`src/rtl/ddcvcp_pkg.sv`:
```
`timescale 1ns / 1ps
// ----------------------------------------------------------------------------
// ddcvcp_pkg
// Types and constants for the DDC/CI feature-read reply checker.
// ----------------------------------------------------------------------------
package ddcvcp_pkg;

  localparam logic [7:0] SRC_ADDR    = 8'h6e;
  localparam logic [7:0] XOR_SEED    = 8'h50;
  localparam logic [6:0] PAYLOAD_LEN = 7'd8;
  localparam logic [7:0] REPLY_OP    = 8'h02;

  // byte positions within the reply frame
  localparam logic [3:0] IDX_SOURCE  = 4'd0;
  localparam logic [3:0] IDX_LENGTH  = 4'd1;
  localparam logic [3:0] IDX_OPCODE  = 4'd2;
  localparam logic [3:0] IDX_RESULT  = 4'd3;
  localparam logic [3:0] IDX_FEATURE = 4'd4;
  localparam logic [3:0] IDX_MAX_HI  = 4'd6;
  localparam logic [3:0] IDX_MAX_LO  = 4'd7;
  localparam logic [3:0] IDX_CUR_HI  = 4'd8;
  localparam logic [3:0] IDX_CUR_LO  = 4'd9;
  localparam logic [3:0] FRAME_LAST  = 4'd10;
  localparam logic [3:0] IDLE_COUNT  = 4'd11;

  typedef enum logic [2:0] {
    ST_OK          = 3'd0,
    ST_BAD_SOURCE  = 3'd1,
    ST_BAD_LENGTH  = 3'd2,
    ST_BAD_SUM     = 3'd3,
    ST_BAD_REPLY   = 3'd4,
    ST_UNSUPPORTED = 3'd5
  } status_t;

  typedef struct packed {
    logic [7:0] rx_byte;
    logic [7:0] expected_feature;
    logic       frame_start;
  } step_t;

  typedef struct packed {
    status_t     status;
    logic [15:0] max_value;
    logic [15:0] current_value;
  } result_t;

  // what the frame tracker tells the pipeline control about the staged byte
  typedef struct packed {
    logic    last;
    result_t res;
  } frame_out_t;

endpackage

```
`src/rtl/ddcvcp_frame.sv`:
```
`timescale 1ns / 1ps
// ----------------------------------------------------------------------------
// ddcvcp_frame
// Frame state: byte count, running checksum, error flags and captured values.
// ----------------------------------------------------------------------------
module ddcvcp_frame (
  input  logic                    clk,
  input  logic                    rst,
  input  logic                    step_en,
  input  ddcvcp_pkg::step_t       step,
  output ddcvcp_pkg::frame_out_t  fout
);
  import ddcvcp_pkg::*;

  logic [3:0]  byte_count;
  logic [7:0]  running_xor;
  logic [7:0]  want_feature;
  logic        source_bad;
  logic        length_bad;
  logic        reply_bad;
  logic        unsupported_flag;
  logic [15:0] captured_max;
  logic [7:0]  current_high;
  logic [7:0]  current_low;

  logic [3:0]  idx;
  logic        ignore;
  logic        sum_bad;
  logic [7:0]  xor_base;
  status_t     st;

  assign idx      = step.frame_start ? IDX_SOURCE : byte_count;
  assign ignore   = !step.frame_start && (byte_count > FRAME_LAST);
  assign xor_base = step.frame_start ? XOR_SEED : running_xor;
  assign sum_bad  = running_xor != step.rx_byte;

  always_comb begin
    if (source_bad) begin
      st = ST_BAD_SOURCE;
    end else if (length_bad) begin
      st = ST_BAD_LENGTH;
    end else if (sum_bad) begin
      st = ST_BAD_SUM;
    end else if (reply_bad) begin
      st = ST_BAD_REPLY;
    end else if (unsupported_flag) begin
      st = ST_UNSUPPORTED;
    end else begin
      st = ST_OK;
    end
  end

  assign fout.last              = !step.frame_start && (byte_count == FRAME_LAST);
  assign fout.res.status        = st;
  assign fout.res.max_value     = (st == ST_OK) ? captured_max : 16'd0;
  assign fout.res.current_value = (st == ST_OK) ? {current_high, current_low} : 16'd0;

  always_ff @(posedge clk) begin
    if (rst) begin
      byte_count       <= IDLE_COUNT;
      running_xor      <= XOR_SEED;
      want_feature     <= 8'd0;
      source_bad       <= 1'b0;
      length_bad       <= 1'b0;
      reply_bad        <= 1'b0;
      unsupported_flag <= 1'b0;
      captured_max     <= 16'd0;
      current_high     <= 8'd0;
      current_low      <= 8'd0;
    end else if (step_en) begin
      if (step.frame_start) begin
        want_feature     <= step.expected_feature;
        length_bad       <= 1'b0;
        reply_bad        <= 1'b0;
        unsupported_flag <= 1'b0;
      end
      if (fout.last) begin
        byte_count <= IDLE_COUNT;
      end else if (!ignore) begin
        running_xor <= xor_base ^ step.rx_byte;
        byte_count  <= idx + 4'd1;
        case (idx)
          IDX_SOURCE:  source_bad <= step.rx_byte != SRC_ADDR;
          IDX_LENGTH:  length_bad <= step.rx_byte[6:0] != PAYLOAD_LEN;
          IDX_OPCODE:  reply_bad <= step.rx_byte != REPLY_OP;
          IDX_RESULT:  unsupported_flag <= step.rx_byte != 8'd0;
          IDX_FEATURE: begin
            if (step.rx_byte != want_feature) begin
              reply_bad <= 1'b1;
            end
          end
          IDX_MAX_HI:  captured_max[15:8] <= step.rx_byte;
          IDX_MAX_LO:  captured_max[7:0] <= step.rx_byte;
          IDX_CUR_HI:  current_high <= step.rx_byte;
          IDX_CUR_LO:  current_low <= step.rx_byte;
          default: ;
        endcase
      end
    end
  end

endmodule

```
`config.mk`:
```
export PLATFORM = sky130hd
export DESIGN_NAME = ddcvcp_frame
export DESIGN_NICKNAME = d
export VERILOG_FILES = /design/src/rtl/ddcvcp_pkg.sv /design/src/rtl/ddcvcp_frame.sv
export SDC_FILE = /design/constraint.sdc
export NUM_CORES = 1
export LEC_CHECK = 0
export ABC_AREA = 1
export CORE_ASPECT_RATIO = 0.9
export CORE_MARGIN = 4
export CORE_UTILIZATION = 53
export CTS_BUF_LIST = sky130_fd_sc_hd__clkbuf_8 sky130_fd_sc_hd__clkbuf_16
export DETAILED_ROUTE_END_ITERATION = 10
export DONT_BUFFER_PORTS = 1
export GPL_ROUTABILITY_DRIVEN = 1
export GPL_TIMING_DRIVEN = 0
export HOLD_SLACK_MARGIN = 0.08
export PLACE_DENSITY = 0.68
export SYNTH_ARGS = -nofsm -noshare
export SYNTH_HDL_FRONTEND = slang
export SYNTH_SLANG_ARGS = --single-unit
```
`constraint.sdc`:
```
create_clock -name clk -period 2.75 [get_ports clk]
set_input_delay 0 -clock clk [delete_from_list [all_inputs] [get_ports clk]]
set_output_delay 0 -clock clk [all_outputs]
set_load 0.1 [all_outputs]
```
==> flow_summary.ini, run 1 <==
[worst_setup_path]
crit_arrival_ns = 2.67
path_cells = dlygate4sd3_1 -> buf_2 -> inv_2 -> nand2_1 -> nand4_1 -> nor2_1 -> nand3_2 -> nor2_2 -> nand3_4 -> buf_6 -> nor2_2
critPathRequiredTime_ns = 2.75
cp_slowest_cell = nor2_2
path_class = in2out
path_max_fanout = 10
worst_setup_path_start_kind = input pin
endpoint_kind = output pin
crit_top_cell = nor2_2
critPathMaxStageDelay_ns = 0.81

[synth]
synth_cell_type_count = 32
ys.flop_type = dfxtp_1
synth_top_area_cell = dfxtp_1
syn_avg_cell_area_um2 = 7.22
synth.top_cell.area_share_pct = 38.0
ys_warn_count = 0
ys_ff_latch = 56
synthArstFlopShare_pct = 0
synth_area_um2 = 2950
synth_nets = 433
synth_edf_count = 0
synthTopCellsByArea = dfxtp_1 (38%), o21ai_0 (7.5%), inv_1 (7.4%), a21oi_1 (6.6%), nand2_1 (6.4%)
seq_area_frac_synth_pct = 38.0
syn-instance-count = 409

[timing]
drv_slew = 0
setup_tns_ns = 0
rsz0062_at_grt = true
setup_viol = 0
hold_ws_ns = 0.0857
finalHoldViolCount = 0
skew_ns = 0.0174
tightestPinTransition_ns = 1.10
relSlewSlack_pct = 26.8
fin_crit_sh_pct = 97.0
clock.fmax_mhz = 375
post-route-min-period_ns = 2.67

[floorplan]
ioPinCount = 56
coreArea_um2 = 5320
die_area_um2 = 6830
rows = 25
die_w_um = 86.7
die_h_um = 78.8
start_util_pct = 55.5

[worst_hold_path]
hold_class = in2reg

[detailed_routing]
ant_nets = 0
vias = 2693
drt-total-wl_um = 7460
dr.pass1.iters = 5
dr.first_iter.drc_count = 133
drcViolationCount = 0
wl_per_cell_um = 14.8
vias_per_cell = 5.35

[placement]
post_dp_cell_area_um2 = 3080
place_inst = 478
io_buffers = 0
hpwl_um = 5190
gp_congestion = 0.873

[clock_tree]
ctsLongestPathBuffers = 2
cts_buffers = 5
worstSkewPairLatency_ns = 0.32
cts_root_buf = clkbuf_8
cts_max_level = 2
cts_tree = built
post_cts_buffers = 0
clk_pin_slew_ns = 0.11
clock-sinks = 56

[power_and_ir_drop]
p_int_mw = 1.13
report.power.total_mw = 1.63
switching_power_mw = 0.500
cellPowerDensity_nw_per_um2 = 481
ir_worst_vdd_uv = 328
swShare_pct = 30.6
combPwrFrac_pct = 18.3
seq_power_share_pct = 53.2
clockPowerShare_pct = 28.5
leakagePower_nw = 1.22

[cells_and_area]
final_common_cell = inv_1
drive_above_1_share_pct = 18.1
regArea_um2 = 1120
fin_area_um2 = 3400
stdcell_count = 503
multiInputGateArea_um2 = 1500
diodes = 0
fill_cells = 509
mostFrequentLayoutCells = inv_1 (58), dfxtp_1 (56), nand2_1 (50)
synthToLayoutAreaGrowth_pct = 15.1
final_nets = 459

[grt]
antenna_found_initial = 0
grtUsageTotal_pct = 22.8
grt_overflow = 0
grt_pass1_vias = 2444
grt_pass1_wl_um = 12200
grt_max_degree = 19

[flow_run]
cap_violations = 0

[status]
status = finished, final reports clean
[cells in the mapped netlist, types with 4 or more instances]
cell / count
inv_1: 58
dfxtp_1: 56
nand2_1: 50
o21ai_0: 44
a21oi_1: 39
nor2_1: 30
nor2_2: 29
nand3_1: 12
nand4_1: 9
inv_2: 8
o22ai_1: 8
nor4_1: 7
xnor2_1: 7
buf_2: 6
buf_4: 6
clkbuf_1: 6
buf_6: 5
ha_1: 4
o211ai_1: 4
[sequential cells by signal, indices dropped and copies added, names as in the netlist, 4 cells and up]
name,cells
byte_count,4
want_feature,8
captured_max,16
running_xor,8
current_low,8
current_high,8
[cells by family (layout without fill, tap and decap cells)]
| kind of cell | after synthesis | in the layout | synth area share [%] |
|---|---|---|---|
| simple gates | 152 | 152 | 26.1 |
| compound gates | 99 | 99 | 18.1 |
| buf+inv | 90 | 117 | 13.7 |
| flops | 56 | 56 | 38.0 |
| xor+xnor | 8 | 8 | 2.37 |
| fa+ha+maj | 4 | 4 | 1.70 |
[routing by layer]
layer | wire length [um] | track usage [%] | vias to the layer above | part of all wire [%]
li1 | - | - | 1369 | -
met1 | 3400 | 30.7 | 1221 | 46
met4 | 135 | 6.70 | 0 | 1.8
met5 | 0 | 0 | - | 0
met3 | 452 | 4.98 | 12 | 6.1
met2 | 3470 | 36.5 | 91 | 47
[cell type report]
| class | count | share of cell area (%) |
|---|---|---|
| plain buffers | 23 | 4.53 |
| repair buffers | 19 | 5.93 |
| clock buffers | 5 | 2.03 |
| inverters | 67 | 7.40 |
| multi-input cells | 263 | 44.0 |
| flip-flops and latches | 56 | 33.0 |
| well taps | 67 | 2.47 |
| clock inverters | 3 | 0.626 |
[stage by stage]
step	util, %	setup slack (ns)
after floorplan	-	0.495
after CTS	62.8	0.0985
after global routing	63.9	-0.0763
final	63.9	0.0816
after global placement	57.1	0.269
after detailed placement	57.9	0.511
[power by group through the flow]
stage          clock (mW)  sequential (mW)  combinational, mW
5_1_grt             0.509            0.872              0.334
3_5_place_dp            0            0.886              0.271
6_report            0.466            0.868              0.299
2_1_floorplan           0            0.882              0.213
3_3_place_gp            0            0.886              0.258
4_1_cts             0.480            0.868              0.295
[worst paths after layout]
| path | to | cells past startpoint | start | slack, ns |
|---|---|---|---|---|
| setup reg to reg | captured_max[15] | 8 | byte_count[0] | 1.02 |
| setup / recovery | fout[25] | 11 | step[15] | 0.08 |
| hold / removal | captured_max[10] | 3 | step[11] | 0.09 |
| hold reg to reg | captured_max[9] | 2 | captured_max[9] | 0.48 |
[timing repair]
action                     4_1_cts  5_1_grt
hold buffers                    17        0
setup endpoints to repair        0       27
hold endpoints to repair        38        0
gates resized for setup          0       12
[worst max-delay path, delay by kind of cell]
family	cells	cell delay (ns)
simple gates	7	1.60
buf+inv	4	1.07
No activity file was read; power rests on OpenSTA's default activity.
==> inputs of run 2 (changes only) <==
--- a/config.mk
+++ b/config.mk
@@ -15,7 +15,7 @@
 export GPL_ROUTABILITY_DRIVEN = 1
 export GPL_TIMING_DRIVEN = 0
 export HOLD_SLACK_MARGIN = 0.08
-export PLACE_DENSITY = 0.68
+export PLACE_DENSITY = 0.67
 export SYNTH_ARGS = -nofsm -noshare
 export SYNTH_HDL_FRONTEND = slang
 export SYNTH_SLANG_ARGS = --single-unit
==> flow_summary.ini, run 2 (synthesis results as in run 1) <==
[timing]
hold_ws_ns = 0.0989
skew_ns = 0.00613
rsz0062_at_grt = true
setup_viol = 0
finalHoldViolCount = 0
fin_crit_sh_pct = 96.4
tightestPinTransition_ns = 1.09
drv_slew = 0
post-route-min-period_ns = 2.65
setup_tns_ns = 0
clock.fmax_mhz = 377
relSlewSlack_pct = 27.1

[worst_setup_path]
worstReg2RegEnd = length_bad
path_max_fanout = 10
critPathRequiredTime_ns = 2.75
r2r.worst_path.cells = 10
crit_arrival_ns = 2.65
crit_start = step[9]
r2r_start = byte_count[1]
r2r_slack_ns = 0.84
path_class = in2out
endpoint_kind = output pin
worst_setup_path_start_kind = input pin
setup.worst_path.end = fout[14]

[grt]
grt_pass1_vias = 2339
grt_overflow = 0
antenna_found_initial = 0
grt_pass1_wl_um = 11800
grtUsageTotal_pct = 21.7
grt_max_degree = 18

[cells_and_area]
largest_reg_flops = 16
final_util_pct = 63.9
final_common_cell = inv_1
mostFrequentLayoutCells = inv_1 (58), dfxtp_1 (56), nand2_1 (50)
diodes = 0
top_register = captured_max
drive_above_1_share_pct = 18.1
synthToLayoutAreaGrowth_pct = 15.1
stdcell_count = 503
final_nets = 459

[power_and_ir_drop]
leakagePower_nw = 1.24
ir_worst_vdd_uv = 337
cellPowerDensity_nw_per_um2 = 511

[floorplan]
coreArea_um2 = 5320
start_util_pct = 55.5
die_h_um = 78.8
die_area_um2 = 6830
ioPinCount = 56
die_w_um = 86.7
rows = 25

[detailed_routing]
dr.pass1.iters = 4
wl_per_cell_um = 14.2
vias = 2639
ant_nets = 0
drcViolationCount = 0
highest_layer = met4
drt-total-wl_um = 7140
wl_met3_um = 403
met1_length_um = 3470
vias_per_cell = 5.25
dr.first_iter.drc_count = 147
dr_wl_met2_um = 3200

[placement]
hpwl_um = 5170
place_inst = 478
io_buffers = 0
gp_congestion = 0.880

[clock_tree]
cts_buffers = 5
clk_pin_slew_ns = 0.10
worstSkewPairLatency_ns = 0.31
post_cts_buffers = 0
cts_max_level = 2
ctsLongestPathBuffers = 2
cts_root_buf = clkbuf_8
clock-sinks = 56
cts_tree = built

[status]
status = finished, final reports clean

[flow_run]
cap_violations = 0

[worst_hold_path]
hold_class = in2reg
## run 2: cell types whose count changed in the layout (fill, tap and decap cells not counted)
cell,previous run,this run
clkinv_4,0,1
bufinv_16,0,1
clkinv_2,1,0
clkbuf_8,5,6
clkinvlp_4,1,0
nor2_2,21,27
nor2_4,15,9
inv_6,1,0
## run 2: through the flow
stage,power [mW],area (um^2),setup WS (ns)
floorplan,1.09,2950,0.495
global placement,1.14,3040,0.261
detailed placement,1.16,3080,0.559
CTS,1.75,3370,0.117
global route,1.82,3400,-0.00261
finish,1.74,3400,0.0978
## run 2: repair_timing
| action | 4_1_cts | 5_1_grt |
|---|---|---|
| hold buffers | 17 | 0 |
| endpoints found under the setup margin | 0 | 4 |
| hold endpoints to repair | 35 | 0 |
| resized for setup | 0 | 6 |
## run 2: cell type report
cell class	instances	area, um^2
fill	481	1920
multi-input combinational	263	1470
sequential	56	1120
inverter	67	251
timing repair buffer	19	201
buffer	23	154
tap	67	83.8
clock buffer	6	82.6
clock inverter	2	38.8
## run 2: routing by layer
metal	track usage, %	vias up
li1	-	1366
met1	30.9	1199
met2	33.9	68
met3	3.63	6
met4	5.45	0
met5	0	-
## run 2: where the power goes
part           total, mW  switching [mW]  internal, mW
clock              0.574           0.275         0.298
sequential         0.868          0.0204         0.848
combinational      0.296           0.192         0.104
## run 2: worst max-delay path, stage by stage
cell and delay (ns):
dlygate4sd3_1 0.56, buf_6 0.16, xnor2_1 0.15, nand2_1 0.07, nor2_1 0.24, nand3_2 0.16
nor2_2 0.16, nand3_4 0.14, buf_6 0.19, nor2_2 0.81
## run 2: worst min-delay path by stage
stage	start	slack, ns	to	cells after the start
2_1_floorplan	rst	0.07	byte_count[2]	1
3_3_place_gp	rst	0.07	length_bad	1
3_5_place_dp	rst	0.07	length_bad	1
4_1_cts	step[11]	0.09	captured_max[10]	3
5_1_grt	step[11]	0.11	current_low[2]	3
6_report	step[11]	0.1	captured_max[10]	3
